[src/design/rfc_pkg.sv]
`timescale 1ns / 1ps
package rfc_pkg;

  localparam int unsigned SAMPLE_W    = 16;
  localparam int unsigned TAP_COUNT_W = 7;
  localparam int unsigned ROW_COUNT_W = 7;
  localparam int unsigned ROUND_SHIFT = 15;

  localparam logic [TAP_COUNT_W-1:0] TAP_COUNT_RST = 7'd1;
  localparam logic [ROW_COUNT_W-1:0] ROW_COUNT_MAX = 7'd127;

  // input item codes
  localparam logic OP_TAP_WRITE = 1'b0;
  localparam logic OP_SAMPLE    = 1'b1;

  // register file: paddr bit REG_SEL_BIT selects the register
  localparam int unsigned PADDR_W       = 3;
  localparam int unsigned PDATA_W       = 32;
  localparam int unsigned REG_SEL_BIT   = 2;
  localparam logic        REG_TAP_COUNT = 1'b0;

  typedef struct packed {
    logic                       op;
    logic [5:0]                 tap_index;
    logic signed [SAMPLE_W-1:0] tap_value;
    logic signed [SAMPLE_W-1:0] sample;
    logic                       row_last;
  } in_item_t;

  typedef struct packed {
    logic signed [SAMPLE_W-1:0] value;
    logic                       last;
  } out_item_t;

  typedef struct packed {
    logic hist_shift;
    logic hist_clear;
    logic scan_load;
    logic scan_shift;
  } cell_ctrl_t;

  typedef struct packed {
    logic acc_clear;
    logic mul_en;
  } mac_ctrl_t;

endpackage

[src/design/rfc_cell.sv]
`timescale 1ns / 1ps
module rfc_cell import rfc_pkg::*; (
  input  logic                clk_i,
  input  logic                rst_ni,
  input  cell_ctrl_t          ctrl_i,
  input  logic                tap_we_i,
  input  logic [SAMPLE_W-1:0] tap_i,
  input  logic [SAMPLE_W-1:0] hist_i,
  input  logic [SAMPLE_W-1:0] scan_tap_i,
  input  logic [SAMPLE_W-1:0] scan_smp_i,
  output logic [SAMPLE_W-1:0] hist_o,
  output logic [SAMPLE_W-1:0] scan_tap_o,
  output logic [SAMPLE_W-1:0] scan_smp_o
);

  logic [SAMPLE_W-1:0] tap_q;
  logic [SAMPLE_W-1:0] hist_q;
  logic [SAMPLE_W-1:0] scan_tap_q;
  logic [SAMPLE_W-1:0] scan_smp_q;

  always_ff @(posedge clk_i or negedge rst_ni) begin
    if (!rst_ni) begin
      tap_q  <= '0;
      hist_q <= '0;
    end else begin
      if (tap_we_i) begin
        tap_q <= tap_i;
      end
      if (ctrl_i.hist_clear) begin
        hist_q <= '0;
      end else if (ctrl_i.hist_shift) begin
        hist_q <= hist_i;
      end
    end
  end

  // scan copy walks towards the head of the chain, one cell a cycle
  always_ff @(posedge clk_i) begin
    if (ctrl_i.scan_load) begin
      scan_tap_q <= tap_q;
      scan_smp_q <= hist_q;
    end else if (ctrl_i.scan_shift) begin
      scan_tap_q <= scan_tap_i;
      scan_smp_q <= scan_smp_i;
    end
  end

  assign hist_o     = hist_q;
  assign scan_tap_o = scan_tap_q;
  assign scan_smp_o = scan_smp_q;

endmodule

[config.mk]
export PLATFORM = sky130hd
export DESIGN_NAME = rfc_cell
export DESIGN_NICKNAME = d
export VERILOG_FILES = /design/src/design/rfc_pkg.sv /design/src/design/rfc_cell.sv
export SDC_FILE = /design/constraint.sdc
export NUM_CORES = 1
export LEC_CHECK = 0
export BUFFER_PORTS_ARGS = -buffer_cell sky130_fd_sc_hd__buf_2
export CORE_ASPECT_RATIO = 2
export CORE_MARGIN = 5
export CORE_UTILIZATION = 53
export CTS_BUF_LIST = sky130_fd_sc_hd__clkbuf_4 sky130_fd_sc_hd__clkbuf_8
export DETAILED_ROUTE_END_ITERATION = 10
export PLACE_DENSITY_LB_ADDON = 0.12
export SYNTH_ARGS = -nofsm -noshare
export SYNTH_HDL_FRONTEND = slang
export SYNTH_SLANG_ARGS = --single-unit
[constraint.sdc]
create_clock -name clk_i -period 1.3 [get_ports clk_i]
set_input_delay 0.26 -clock clk_i [delete_from_list [all_inputs] [get_ports clk_i]]
set_output_delay 0.26 -clock clk_i [all_outputs]
set_load 0.1 [all_outputs]
==> impl_metrics.xml <==
<?xml version="1.0" encoding="UTF-8"?>
<metrics>
  <group name="critical_path">
    <metric name="endpoint_kind" unit="">output pin</metric>
    <metric name="worst_path_largest_cell_delay" unit="ns">0.43</metric>
    <metric name="cp-start-kind" unit="">flop</metric>
    <metric name="critPathRequiredTime" unit="ns">1.04</metric>
    <metric name="worst-path-buf-inv" unit="">1</metric>
    <metric name="r2r-end" unit="">scan_smp_o[9]</metric>
    <metric name="critical_path.cell_chain" unit="">buf_12</metric>
    <metric name="critical_path.top_delay_family" unit="">flip-flops</metric>
    <metric name="total_number_of_cells_along_the_worst_setup_path" unit="">1</metric>
    <metric name="critical_path_arrival" unit="ns">0.96</metric>
    <metric name="maximum_fanout_along_the_worst_path" unit="">1</metric>
    <metric name="ff2ff_setup_slack" unit="ns">0.34</metric>
    <metric name="r2r_cells" unit="">1</metric>
    <metric name="worst_r2r_startpoint" unit="">hist_o[9]</metric>
    <metric name="critical-path-slowest-cell" unit="">edfxtp_1</metric>
    <metric name="setup.worst_path.class" unit="">flop to output pin</metric>
  </group>
  <group name="global_route">
    <metric name="grt_util_all_layers" unit="%">20.24</metric>
    <metric name="global_route.overflow_total" unit="">0</metric>
    <metric name="vias_in_the_first_global_route" unit="">1996</metric>
    <metric name="grt_start_max_net_pins" unit="">33</metric>
    <metric name="grt_antenna_before_repair" unit="">0</metric>
    <metric name="grt_pass1_wl" unit="mm">10.01</metric>
  </group>
  <group name="layout">
    <metric name="mostFrequentLayoutCells" unit="">70 x buf_2, 52 x buf_12, 39 x mux2_4</metric>
    <metric name="design.final.nets" unit="">352</metric>
    <metric name="most_frequent_standard_cell_in_the_layout_excluding_fill_and_tap_cells" unit="">buf_2</metric>
    <metric name="antenna_cells_inserted" unit="">0</metric>
    <metric name="layout.cells.non_filler" unit="">344</metric>
    <metric name="final_util" unit="%">84.95</metric>
    <metric name="layout.filler_cells" unit="">240</metric>
    <metric name="area_overhead_of_the_layout_relative_to_synthesis" unit="%">55.69</metric>
    <metric name="final_layout_size_suffix_gt1_share" unit="%">71.68</metric>
  </group>
  <group name="clocking">
    <metric name="cts_made_buffers" unit="">9</metric>
    <metric name="worst_skew_pair.late_latency" unit="ns">0.33</metric>
    <metric name="cts_num_sinks" unit="">64</metric>
    <metric name="tritoncts_clock_tree" unit="">built</metric>
    <metric name="cts_setup_buffers" unit="">0</metric>
    <metric name="cts.repair.resized" unit="">0</metric>
    <metric name="postCtsHoldBufs" unit="">1</metric>
    <metric name="clk_path_buf_depth" unit="">2</metric>
    <metric name="worst_setup_hold_path_clk_slew" unit="ns">0.07</metric>
    <metric name="h-tree-depth" unit="">3</metric>
    <metric name="cts-root-buf" unit="">clkbuf_8</metric>
  </group>
  <group name="synthesis">
    <metric name="synthesis.nets" unit="">226</metric>
    <metric name="synth_largest_area_cell" unit="">edfxtp_1</metric>
    <metric name="cell_area_after_synthesis" unit="mm2">0.002804</metric>
    <metric name="netlist_top_cells_area" unit="">edfxtp_1 34%, dfrtp_1 29%, mux2_4 21%</metric>
    <metric name="synthesis.instances" unit="">155</metric>
    <metric name="share_of_the_yosys_chip_area_belonging_to_registers" unit="%">62.83</metric>
    <metric name="synth-seq-cells" unit="">64</metric>
    <metric name="synth.avg_cell_area" unit="um2">18.09</metric>
    <metric name="ys_types" unit="">13</metric>
    <metric name="synth_top_area_share" unit="%">34.27</metric>
    <metric name="yosys_warnings" unit="">0</metric>
  </group>
  <group name="status">
    <metric name="outcome" unit="">complete, no violations</metric>
  </group>
  <group name="floorplan">
    <metric name="initial_core_utilization" unit="%">54.57</metric>
    <metric name="placeableCoreArea" unit="mm2">0.005139</metric>
    <metric name="die_area" unit="mm2">0.006933</metric>
    <metric name="die_w" unit="um">61.43</metric>
    <metric name="std_cell_rows" unit="">37</metric>
    <metric name="io_count" unit="">119</metric>
    <metric name="die_boundary_height" unit="um">112.9</metric>
  </group>
  <group name="timing">
    <metric name="min_tclk_post_route" unit="ns">1.220</metric>
    <metric name="timing.hold.ws" unit="ns">0.1558</metric>
    <metric name="setup_slack" unit="ns">0.08018</metric>
    <metric name="timing.final.setup_violations" unit="">0</metric>
    <metric name="fin_clk_skew" unit="ns">0.004002</metric>
    <metric name="layout_worst_path_cycle_share" unit="%">93.83</metric>
    <metric name="rsz0062_at_grt" unit="">no</metric>
    <metric name="normalized_max_slew_margin" unit="%">69.83</metric>
    <metric name="maxClockFrequency" unit="MHz">819.8</metric>
    <metric name="finalHoldViolations" unit="">0</metric>
    <metric name="fin_tns_setup" unit="ns">0</metric>
    <metric name="tightest_slew" unit="ns">0.4526</metric>
    <metric name="drv_slew" unit="">0</metric>
  </group>
  <group name="drt">
    <metric name="dr_total_vias" unit="">1754</metric>
    <metric name="drt_first_pass_iters" unit="">4</metric>
    <metric name="final_antenna_net_count" unit="">0</metric>
    <metric name="finalWirelength" unit="mm">6.532</metric>
    <metric name="routedWlPerCell" unit="um">18.99</metric>
    <metric name="detail_route.drc_violations" unit="">0</metric>
    <metric name="first_iter_violations" unit="">49</metric>
    <metric name="drt-vias-per-instance" unit="">5.099</metric>
  </group>
  <group name="placed_design">
    <metric name="io_buffers" unit="">118</metric>
    <metric name="dp_hpwl" unit="mm">5.146</metric>
    <metric name="placedCellCount" unit="">327</metric>
    <metric name="place_congestion" unit="">0.7380</metric>
    <metric name="placement.setup.worst_slack" unit="ns">0.01616</metric>
  </group>
  <group name="power">
    <metric name="leakage" unit="uW">0.002054</metric>
    <metric name="vdd_drop_max" unit="V">0.001202</metric>
    <metric name="cellPowerDensity" unit="mW/mm2">1371</metric>
  </group>
  <group name="worst_hold_path">
    <metric name="hp-start" unit="">tap_i[4]</metric>
    <metric name="hold_end" unit="">tap_q[4]</metric>
    <metric name="hold_path_depth" unit="">2</metric>
    <metric name="min_path_type" unit="">input pin to flop</metric>
  </group>
  <group name="run">
    <metric name="timing.max_cap.violations" unit="">0</metric>
  </group>
</metrics>
==> per-layer routing <==
layer / wire (um) / part of all wire (%) / GRT usage (%) / vias to the layer above
met3: 586 / 9.0 / 7.648 / 7
met1: 2204 / 34 / 20.52 / 863
met4: 82 / 1.3 / 6.374 / 0
met5: 0 / 0 / 0 / -
li1: - / - / - / 809
met2: 3659 / 56 / 36.42 / 75
==> synth_stat cells, drive strengths merged <==
| library cell | n |
|---|---|
| edfxtp | 32 |
| buf | 10 |
| or2 | 1 |
| dfrtp | 32 |
| mux2 | 48 |
| nor2 | 16 |
| mux2i | 16 |
==> state kept, by name, summed over array words and instances (netlist names) <==
register / cells
hist_o: 16
tap_q: 16
scan_smp_o: 16
scan_tap_o: 16
==> through the flow <==
stage | power (uW) | cell area, um2
finish | 5984 | 4365
CTS | 6046 | 4365
detailed placement | 4532 | 4177
global placement | 4493 | 4177
global route | 6215 | 4365
floorplan | 3737 | 2826
==> power by group <==
group | switching [uW] | internal [uW] | total (uW)
sequential | 154 | 2350 | 2500
combinational | 1190 | 796 | 1980
clock | 698 | 803 | 1500
total | 2040 | 3950 | 5980
==> worst max-delay path by stage <==
stage | slack, ns | startpoint | end
final | 0.08 | scan_smp_o[15] | scan_smp_o[15]
after global routing | 0.03 | scan_smp_o[15] | scan_smp_o[15]
after global placement | 0.05 | ctrl_i[1] | scan_smp_o[0]
after CTS | 0.05 | scan_smp_o[15] | scan_smp_o[15]
after floorplan | 0.11 | ctrl_i[1] | scan_smp_o[0]
after detailed placement | 0.02 | ctrl_i[1] | scan_smp_o[2]
==> final cells by class <==
cell class | count | area (um2) | area share (%)
Sequential cell | 64 | 1782 | 40.81
Multi-Input combinational cell | 81 | 915.9 | 20.98
Timing Repair Buffer | 125 | 1416 | 32.44
Clock buffer | 12 | 158.9 | 3.640
Tap cell | 58 | 72.57 | 1.662
Clock inverter | 4 | 20.02 | 0.4586
==> cell families (layout without fill, tap and decap cells) <==
family	after synthesis	after routing	share of synthesized area, %
buffers and inverters	10	141	4.596
muxes	64	64	30.21
and+or+nand+nor	17	17	2.365
DFF	64	64	62.83
(Power assumes the default switching activity.)
