File: src/design/rfc_pkg.sv
`timescale 1ns / 1ps
package rfc_pkg;

  localparam int unsigned SAMPLE_W    = 16;
  localparam int unsigned TAP_COUNT_W = 7;
  localparam int unsigned ROW_COUNT_W = 7;
  localparam int unsigned ROUND_SHIFT = 15;

  localparam logic [TAP_COUNT_W-1:0] TAP_COUNT_RST = 7'd1;
  localparam logic [ROW_COUNT_W-1:0] ROW_COUNT_MAX = 7'd127;

  // input item codes
  localparam logic OP_TAP_WRITE = 1'b0;
  localparam logic OP_SAMPLE    = 1'b1;

  // register file: paddr bit REG_SEL_BIT selects the register
  localparam int unsigned PADDR_W       = 3;
  localparam int unsigned PDATA_W       = 32;
  localparam int unsigned REG_SEL_BIT   = 2;
  localparam logic        REG_TAP_COUNT = 1'b0;

  typedef struct packed {
    logic                       op;
    logic [5:0]                 tap_index;
    logic signed [SAMPLE_W-1:0] tap_value;
    logic signed [SAMPLE_W-1:0] sample;
    logic                       row_last;
  } in_item_t;

  typedef struct packed {
    logic signed [SAMPLE_W-1:0] value;
    logic                       last;
  } out_item_t;

  typedef struct packed {
    logic hist_shift;
    logic hist_clear;
    logic scan_load;
    logic scan_shift;
  } cell_ctrl_t;

  typedef struct packed {
    logic acc_clear;
    logic mul_en;
  } mac_ctrl_t;

endpackage

File: src/design/rfc_mac.sv
`timescale 1ns / 1ps
module rfc_mac import rfc_pkg::*; #(
  parameter int unsigned ACC_W = 40
) (
  input  logic                       clk_i,
  input  logic                       rst_ni,
  input  mac_ctrl_t                  ctrl_i,
  input  logic signed [SAMPLE_W-1:0] tap_i,
  input  logic signed [SAMPLE_W-1:0] smp_i,
  output logic signed [SAMPLE_W-1:0] value_o
);

  localparam int unsigned PROD_W = 2 * SAMPLE_W;
  localparam int unsigned QUO_W  = ACC_W - ROUND_SHIFT;

  localparam logic signed [ACC_W-1:0]    RoundHalf = ACC_W'(2 ** (ROUND_SHIFT - 1));
  localparam logic signed [SAMPLE_W-1:0] OutMax    = {1'b0, {(SAMPLE_W-1){1'b1}}};
  localparam logic signed [SAMPLE_W-1:0] OutMin    = {1'b1, {(SAMPLE_W-1){1'b0}}};
  localparam logic signed [QUO_W-1:0]    QuoMax    = QUO_W'(OutMax);
  localparam logic signed [QUO_W-1:0]    QuoMin    = QUO_W'(OutMin);

  logic signed [PROD_W-1:0] prod_q;
  logic                     prod_vld_q;
  logic signed [ACC_W-1:0]  acc_q;
  logic signed [ACC_W-1:0]  rnd;
  logic signed [QUO_W-1:0]  quo;

  always_ff @(posedge clk_i or negedge rst_ni) begin
    if (!rst_ni) begin
      prod_vld_q <= 1'b0;
    end else begin
      prod_vld_q <= ctrl_i.mul_en;
    end
  end

  always_ff @(posedge clk_i) begin
    if (ctrl_i.mul_en) begin
      prod_q <= PROD_W'(tap_i) * PROD_W'(smp_i);
    end
    if (ctrl_i.acc_clear) begin
      acc_q <= '0;
    end else if (prod_vld_q) begin
      acc_q <= acc_q + ACC_W'(prod_q);
    end
  end

  // round half up, floor shift, then clamp to the sample range
  always_comb begin
    rnd = acc_q + RoundHalf;
    quo = $signed(rnd[ACC_W-1:ROUND_SHIFT]);
    if (quo > QuoMax) begin
      value_o = OutMax;
    end else if (quo < QuoMin) begin
      value_o = OutMin;
    end else begin
      value_o = $signed(quo[SAMPLE_W-1:0]);
    end
  end

endmodule
File: config.mk
export PLATFORM = sky130hd
export DESIGN_NAME = rfc_mac
export DESIGN_NICKNAME = d
export VERILOG_FILES = /design/src/design/rfc_pkg.sv /design/src/design/rfc_mac.sv
export SDC_FILE = /design/constraint.sdc
export NUM_CORES = 1
export LEC_CHECK = 0
export BUFFER_PORTS_ARGS = -buffer_cell sky130_fd_sc_hd__buf_4
export CORE_MARGIN = 3
export CORE_UTILIZATION = 44
export CTS_CLUSTER_SIZE = 30
export DETAILED_ROUTE_END_ITERATION = 10
export SLEW_MARGIN = 20
export SYNTH_ARGS = -nofsm -noshare
export SYNTH_HDL_FRONTEND = slang
export SYNTH_SLANG_ARGS = --single-unit
File: constraint.sdc
create_clock -name clk_i -period 3 [get_ports clk_i]
set_input_delay 0.6 -clock clk_i [delete_from_list [all_inputs] [get_ports clk_i]]
set_output_delay 0.6 -clock clk_i [all_outputs]
set_load 0.005 [all_outputs]
==> results.tsv, run 1 <==
stage	metric	value	unit
clock_tree	clk_latency	0.34	ns
global_routing	grt_most_used_layer	met2	
setup_path	cp-startpoint	tap_i[15]	
finish	diodes	0	
setup_path	path_cells	bufbuf_16, nand2_1, fa_2, buf_4, fa_1, inv_1, fa_2, fa_1, fa_1, inv_1, fa_1, inv_2, ha_4, and4_4, and2_4, a221oi_2, nor2_1, a311oi_2, o21ai_2, nand2b_4, a21oi_2, xnor2_1	
floorplanning	start_util	0.4529	
synthesis	synthArstFlopShare	0.01370	
global_routing	gr-total-overflow	0	
floorplanning	io_pins	52	
setup_path	ff2ff_setup_slack	0.10	ns
floorplanning	std_cell_rows	66	
finish	register_area	1807	µm²
clock_tree	clk_pin_slew	0.06	ns
status	status	complete, but fails checks	
timing	drv_slew	0	
clock_tree	numCtsBuffers	9	
global_routing	grt_first_pass_wirelength	61.88	mm
synthesis	synthFlopType	dfxtp_1	
setup_path	r2r_start	acc_q[24]$_SDFFE_PP0P_	
detailed_routing	routed_wl	36.56	mm
synthesis	ys_types	72	
finish	fillers	2879	
detailed_routing	drc	0	
setup_path	critPathTopFamily	adder cells	
clock_tree	cts_hold_buf	0	
finish	multi_input_area	13000	µm²
detailed_routing	drt_iter0_drc	596	
timing	worstMarginPinSlew	0.5677	ns
detailed_routing	routed_via_density	5.018	
setup_path	crit_buf_inv	5	
synthesis	avgSynthCellArea	9.001	µm²
timing	setup_slack	-2.643	ns
synthesis	ys_seq_area_frac	0.1194	
detailed_routing	wire_per_inst	15.54	µm
floorplanning	placeableCoreArea	33030	µm²
setup_path	max_stage_delay	0.53	ns
synthesis	ys_warn_count	0	
synthesis	syn-num-nets	2083	
finish	layout_commonest_cell	inv_1	
setup_path	crit_end	prod_q[30]$_DFFE_PP_	
placement	placed_cells	2287	
finish	fin_cells	2352	
detailed_routing	vias	11800	
clock_tree	cts_sinks	73	
timing	hold_viol	0	
finish	fin_nets	2326	
floorplanning	die_area	36250	µm²
timing	fmax	177.2	MHz
placement	io_buffer_count	51	
global_routing	grt_pass1_vias	12530	
placement	dp_hpwl	29.57	mm
setup_path	path_max_fanout	4	
floorplanning	die_h	190.4	µm
setup_path	r2r_cells	11	
timing	maxSlewHeadroom	0.6166	
placement	gp_congestion	0.9281	
setup_path	crit_top_cell	fa_1	
min_path	worstHoldPathType	primary input to asynchronous set/reset pin	
timing	finalClockSkew	0.004664	ns
detailed_routing	dr.pass1.iters	5	
setup_path	worstReg2RegEnd	acc_q[39]$_SDFFE_PP0P_	
setup_path	setup.worst_path.end_class	flip-flop	
finish	drive_above_1_share	0.2937	
job	cap_violations	0	
timing	min_period	5.643	ns
global_routing	track_usage	0.2084	
finish	fin_area	19540	µm²
timing	worst_hold_slack	0.03603	ns
clock_tree	cts_buffer_depth	2	
setup_path	path_depth	22	
global_routing	antenna_found_initial	0	
global_routing	grt_max_degree	53	
timing	grt_setup_unrepaired	true	
detailed_routing	drtAntennaViolNets	0	
finish	area_growth	30.59	%
timing	setup_viol	42	
clock_tree	cts_tree	yes	
setup_path	critPathLaunchType	primary input	
finish	finish.utilization	0.5914	
clock_tree	htreeDepth	3	
setup_path	cp.arrival	5.74	ns
floorplanning	die_x	190.4	µm
setup_path	critPathKind	primary input to flip-flop	
global_routing	grt_use_met3	0.01783	
setup_path	required	3.09	ns
global_routing	grt_util_met1	0.2969	
setup_path	critPathSlowestCell	fa_1	
synthesis	synth_edf_count	32	
placement	place_area	17730	µm²
clock_tree	cts-root-buf	clkbuf_16	
synthesis	synth_cells	1662	
global_routing	use_met2	0.3393	
finish	layout_common_cells	inv_1 (300), fa_1 (239), buf_4 (206)	
status	violations	setup timing	
timing	min_period_over_period	1.881	
synthesis	synthesis.area	14960	µm²
synthesis	ys_ff_latch	73	
[how the worst min path moves through the flow]
stage | startpoint | end | slack (ns)
after floorplan | rst_ni | prod_vld_q$_DFF_PN0_ | 0.30
final | rst_ni | prod_vld_q$_DFF_PN0_ | 0.04
after global placement | rst_ni | prod_vld_q$_DFF_PN0_ | 0.39
after detailed placement | rst_ni | prod_vld_q$_DFF_PN0_ | 0.39
after CTS | rst_ni | prod_vld_q$_DFF_PN0_ | 0.02
after global routing | rst_ni | prod_vld_q$_DFF_PN0_ | 0.02
[flip-flops by register name, summed over array words and instances, names as in the netlist]
signal,flops
prod_vld_q,1
acc_q,40
prod_q,32
[what timing repair did]
action                     CTS  global route
cloned                       7             0
buffers inserted            30            15
pin swaps                  116            84
resized for setup          169            88
setup endpoints to repair   46            50
[area by class of cell]
type / instances / area share
multi-input combinational: 1201 / 0.6653
timing repair buffer: 278 / 0.1311
tap: 442 / 0.02831
sequential: 73 / 0.09249
clock inverter: 7 / 0.005316
clock buffer: 9 / 0.01153
inverter: 342 / 0.06597
[logic make-up after synthesis]
| logic type | after synthesis | synth area share |
|---|---|---|
| AO/OA/AOI/OAI | 220 | 0.09686 |
| adder cells (fa/ha/maj) | 385 | 0.4540 |
| flip-flops | 73 | 0.1194 |
| XOR/XNOR | 82 | 0.04801 |
| buffers and inverters | 389 | 0.09777 |
| multiplexers | 26 | 0.01773 |
| AND/OR/NAND/NOR | 487 | 0.1662 |
[cell usage after synthesis (7+ instances only)]
master	count	share of area
a21o_1	28	0.014
or3_1	7	0.0029
and3_1	14	0.0059
fa_1	263	0.35
mux2i_1	25	0.017
nand3_1	29	0.0097
and2_1	134	0.056
nand2_1	153	0.038
nand2b_1	18	0.0075
edfxtp_1	32	0.064
dfxtp_1	40	0.054
ha_1	122	0.10
o21ai_1	20	0.0067
nor2_1	81	0.020
inv_1	342	0.086
a21oi_1	49	0.016
xor2_1	32	0.019
a31oi_1	9	0.0038
o21bai_1	8	0.0040
xnor2_1	50	0.029
o21a_1	8	0.0040
nor2b_1	7	0.0029
clkbuf_1	42	0.011
o21ai_0	36	0.012
a211oi_1	13	0.0065
[per-layer routing]
layer,part of all wire,wire length [µm]
met5,0,0
met4,0.026,937
met3,0.035,1273
met2,0.45,16620
met1,0.48,17730
[per-stage QoR]
step	setup WS, ns	setup TNS [ns]
6_report	-2.643	-59.25
5_1_grt	-2.889	-65.82
4_1_cts	-2.723	-59.93
3_5_place_dp	-3.107	-70.73
3_3_place_gp	-3.047	-69.54
2_1_floorplan	-2.855	-56.42
Power of run 1 is not shown: default switching activity piles up to over one toggle a cycle in this logic, so the estimate is an artifact.
==> run 2: changes to the inputs <==
--- a/config.mk
+++ b/config.mk
@@ -6,7 +6,7 @@
 export NUM_CORES = 1
 export LEC_CHECK = 0
 export BUFFER_PORTS_ARGS = -buffer_cell sky130_fd_sc_hd__buf_4
-export CORE_MARGIN = 3
+export CORE_MARGIN = 5
 export CORE_UTILIZATION = 44
 export CTS_CLUSTER_SIZE = 30
 export DETAILED_ROUTE_END_ITERATION = 10
==> results.tsv, run 2 (synthesized netlist as in run 1, its figures left out) <==
stage	metric	value	unit	change
status	status	complete, but fails checks		
status	violations	setup timing		
clock_tree	htreeDepth	3		unchanged
timing	maxSlewHeadroom	0.6088		-0.007737
setup_path	cp.arrival	5.83	ns	+0.09 ns
finish	layout_commonest_cell	inv_1		
clock_tree	cts_tree	yes		
timing	setup_slack	-2.746	ns	-0.1028 ns
floorplanning	start_util	0.4461		-0.006759
setup_path	crit_top_cell	fa_1		
finish	diodes	0		unchanged
global_routing	track_usage	0.1965		-0.01195
floorplanning	die_h	194.4	µm	+2.1%
detailed_routing	dr.pass1.iters	5		unchanged
setup_path	critPathKind	primary input to flip-flop		
setup_path	critPathLaunchType	primary input		
global_routing	grt_max_degree	53		unchanged
timing	min_period_over_period	1.915		+0.03427
floorplanning	std_cell_rows	67		+1.5%
floorplanning	die_x	194.4	µm	+2.1%
clock_tree	numCtsBuffers	9		unchanged
setup_path	path_max_fanout	5		+1
finish	fin_nets	2331		+0.21%
global_routing	grt_pass1_vias	12550		+0.23%
finish	drive_above_1_share	0.2879		-0.005838
placement	dp_slack	-3.141	ns	-0.03355 ns
detailed_routing	drc	0		unchanged
setup_path	ff2ff_setup_slack	0.09	ns	about the same
global_routing	antenna_found_initial	0		unchanged
placement	dp_hpwl	30.09	mm	+1.7%
setup_path	required	3.08	ns	about the same
setup_path	path_cells	buf_12, and2_4, fa_1, inv_2, fa_1, inv_1, fa_2, fa_2, fa_1, inv_1, fa_1, inv_2, ha_4, and4_1, and2_4, a221oi_4, nor2_2, a311oi_2, o21ai_1, nand2b_1, a21oi_2, xnor2_1		
placement	io_buffer_count	51		unchanged
detailed_routing	wire_per_inst	15.67	µm	+0.80%
clock_tree	clk_pin_slew	0.06	ns	about the same
finish	area_growth	30.00	%	
timing	grt_setup_unrepaired	true		
global_routing	gr-total-overflow	0		unchanged
clock_tree	cts_sinks	73		unchanged
timing	worstMarginPinSlew	0.5867	ns	+0.01903 ns
finish	top_regs	acc_q: 40 flops, prod_q: 32 flops, prod_vld_q: 1 flops		
floorplanning	placeableCoreArea	33530	µm²	+1.5%
timing	hold_viol	0		unchanged
clock_tree	cts-root-buf	clkbuf_16		
finish	top_register	acc_q		
placement	placed_cells	2301		+0.61%
finish	fin_cells	2362		+0.43%
timing	setup_viol	42		unchanged
global_routing	grt_first_pass_wirelength	62.07	mm	+0.30%
timing	min_period	5.746	ns	+0.1028 ns
finish	layout_common_cells	inv_1 (307), fa_1 (237), buf_4 (211)		
placement	gp_congestion	0.8922		-3.9%
setup_path	max_stage_delay	0.56	ns	+0.03 ns
detailed_routing	drtAntennaViolNets	0		unchanged
setup_path	setup.worst_path.end_class	flip-flop		
timing	drv_slew	0		unchanged
detailed_routing	drt_iter0_drc	541		-9.2%
job	cap_violations	0		unchanged
setup_path	r2r_cells	11		unchanged
floorplanning	die_area	37790	µm²	+4.2%
clock_tree	clk_latency	0.34	ns	about the same
finish	largest_reg_flops	40		unchanged
detailed_routing	routed_wl	37.01	mm	+1.2%
floorplanning	io_pins	52		unchanged
timing	finalClockSkew	0.006788	ns	+0.002124 ns
setup_path	critPathSlowestCell	fa_1		
detailed_routing	routed_via_density	5.051		+0.65%
detailed_routing	vias	11930		+1.1%
min_path	worstHoldPathType	primary input to asynchronous set/reset pin		
timing	tns	-60.78	ns	-1.528 ns
clock_tree	cts_buffer_depth	2		unchanged
timing	fmax	174.0	MHz	-1.8%
## run 2: worst paths after layout
check,start,to
setup / recovery,smp_i[3],prod_q[30]$_DFFE_PP_
hold / removal,rst_ni,prod_vld_q$_DFF_PN0_
setup reg to reg,acc_q[23]$_SDFFE_PP0P_,acc_q[39]$_SDFFE_PP0P_
hold reg to reg,acc_q[0]$_SDFFE_PP0P_,acc_q[0]$_SDFFE_PP0P_
max in group asynchronous,rst_ni,prod_vld_q$_DFF_PN0_
min in group clk_i,acc_q[0]$_SDFFE_PP0P_,acc_q[0]$_SDFFE_PP0P_
## run 2: stage by stage
stage / util / hold slack, ns / cell area, µm²
floorplan: - / 0.3044 / 15840
global placement: 0.5305 / 0.3760 / 17790
detailed placement: 0.5305 / 0.3786 / 17790
CTS: 0.5660 / 0.01135 / 18980
global route: 0.5800 / 0.01012 / 19450
finish: 0.5800 / 0.02521 / 19450
## run 2: metal layers
metal / track usage / vias up / part of all wire
met5: 0 / - / 0
li1: - / 5765 / -
met4: 0.03984 / 0 / 0.016
met1: 0.2809 / 5847 / 0.47
met2: 0.3271 / 275 / 0.47
met3: 0.02112 / 43 / 0.039
## run 2: worst max-delay path: cells and delay by family
family	cells	cell delay (ns)
adders and majority gates	7	3.23
AOI/OAI and AO/OA	4	0.84
and+or+nand+nor	5	0.72
buffers and inverters	5	0.35
xor gates and xnor gates	1	0.09
## run 2: final cells by class
cell class	instances	area (µm²)
fillers	2963	14080
clock inverters	6	60.06
repair buffers	283	2561
well taps	448	560.5
inverters	342	1284
clock buffers	9	225.2
multi-input cells	1201	12950
flip-flops and latches	73	1807
## run 2: timing repair
item                       CTS  global route
gates cloned                 4             2
gates resized for setup    152            79
setup endpoints to repair   46            49
pin swaps                   96            60
buffers inserted            29            12
hold buffers                 0             0
Power of run 2 is left out for the same reason.
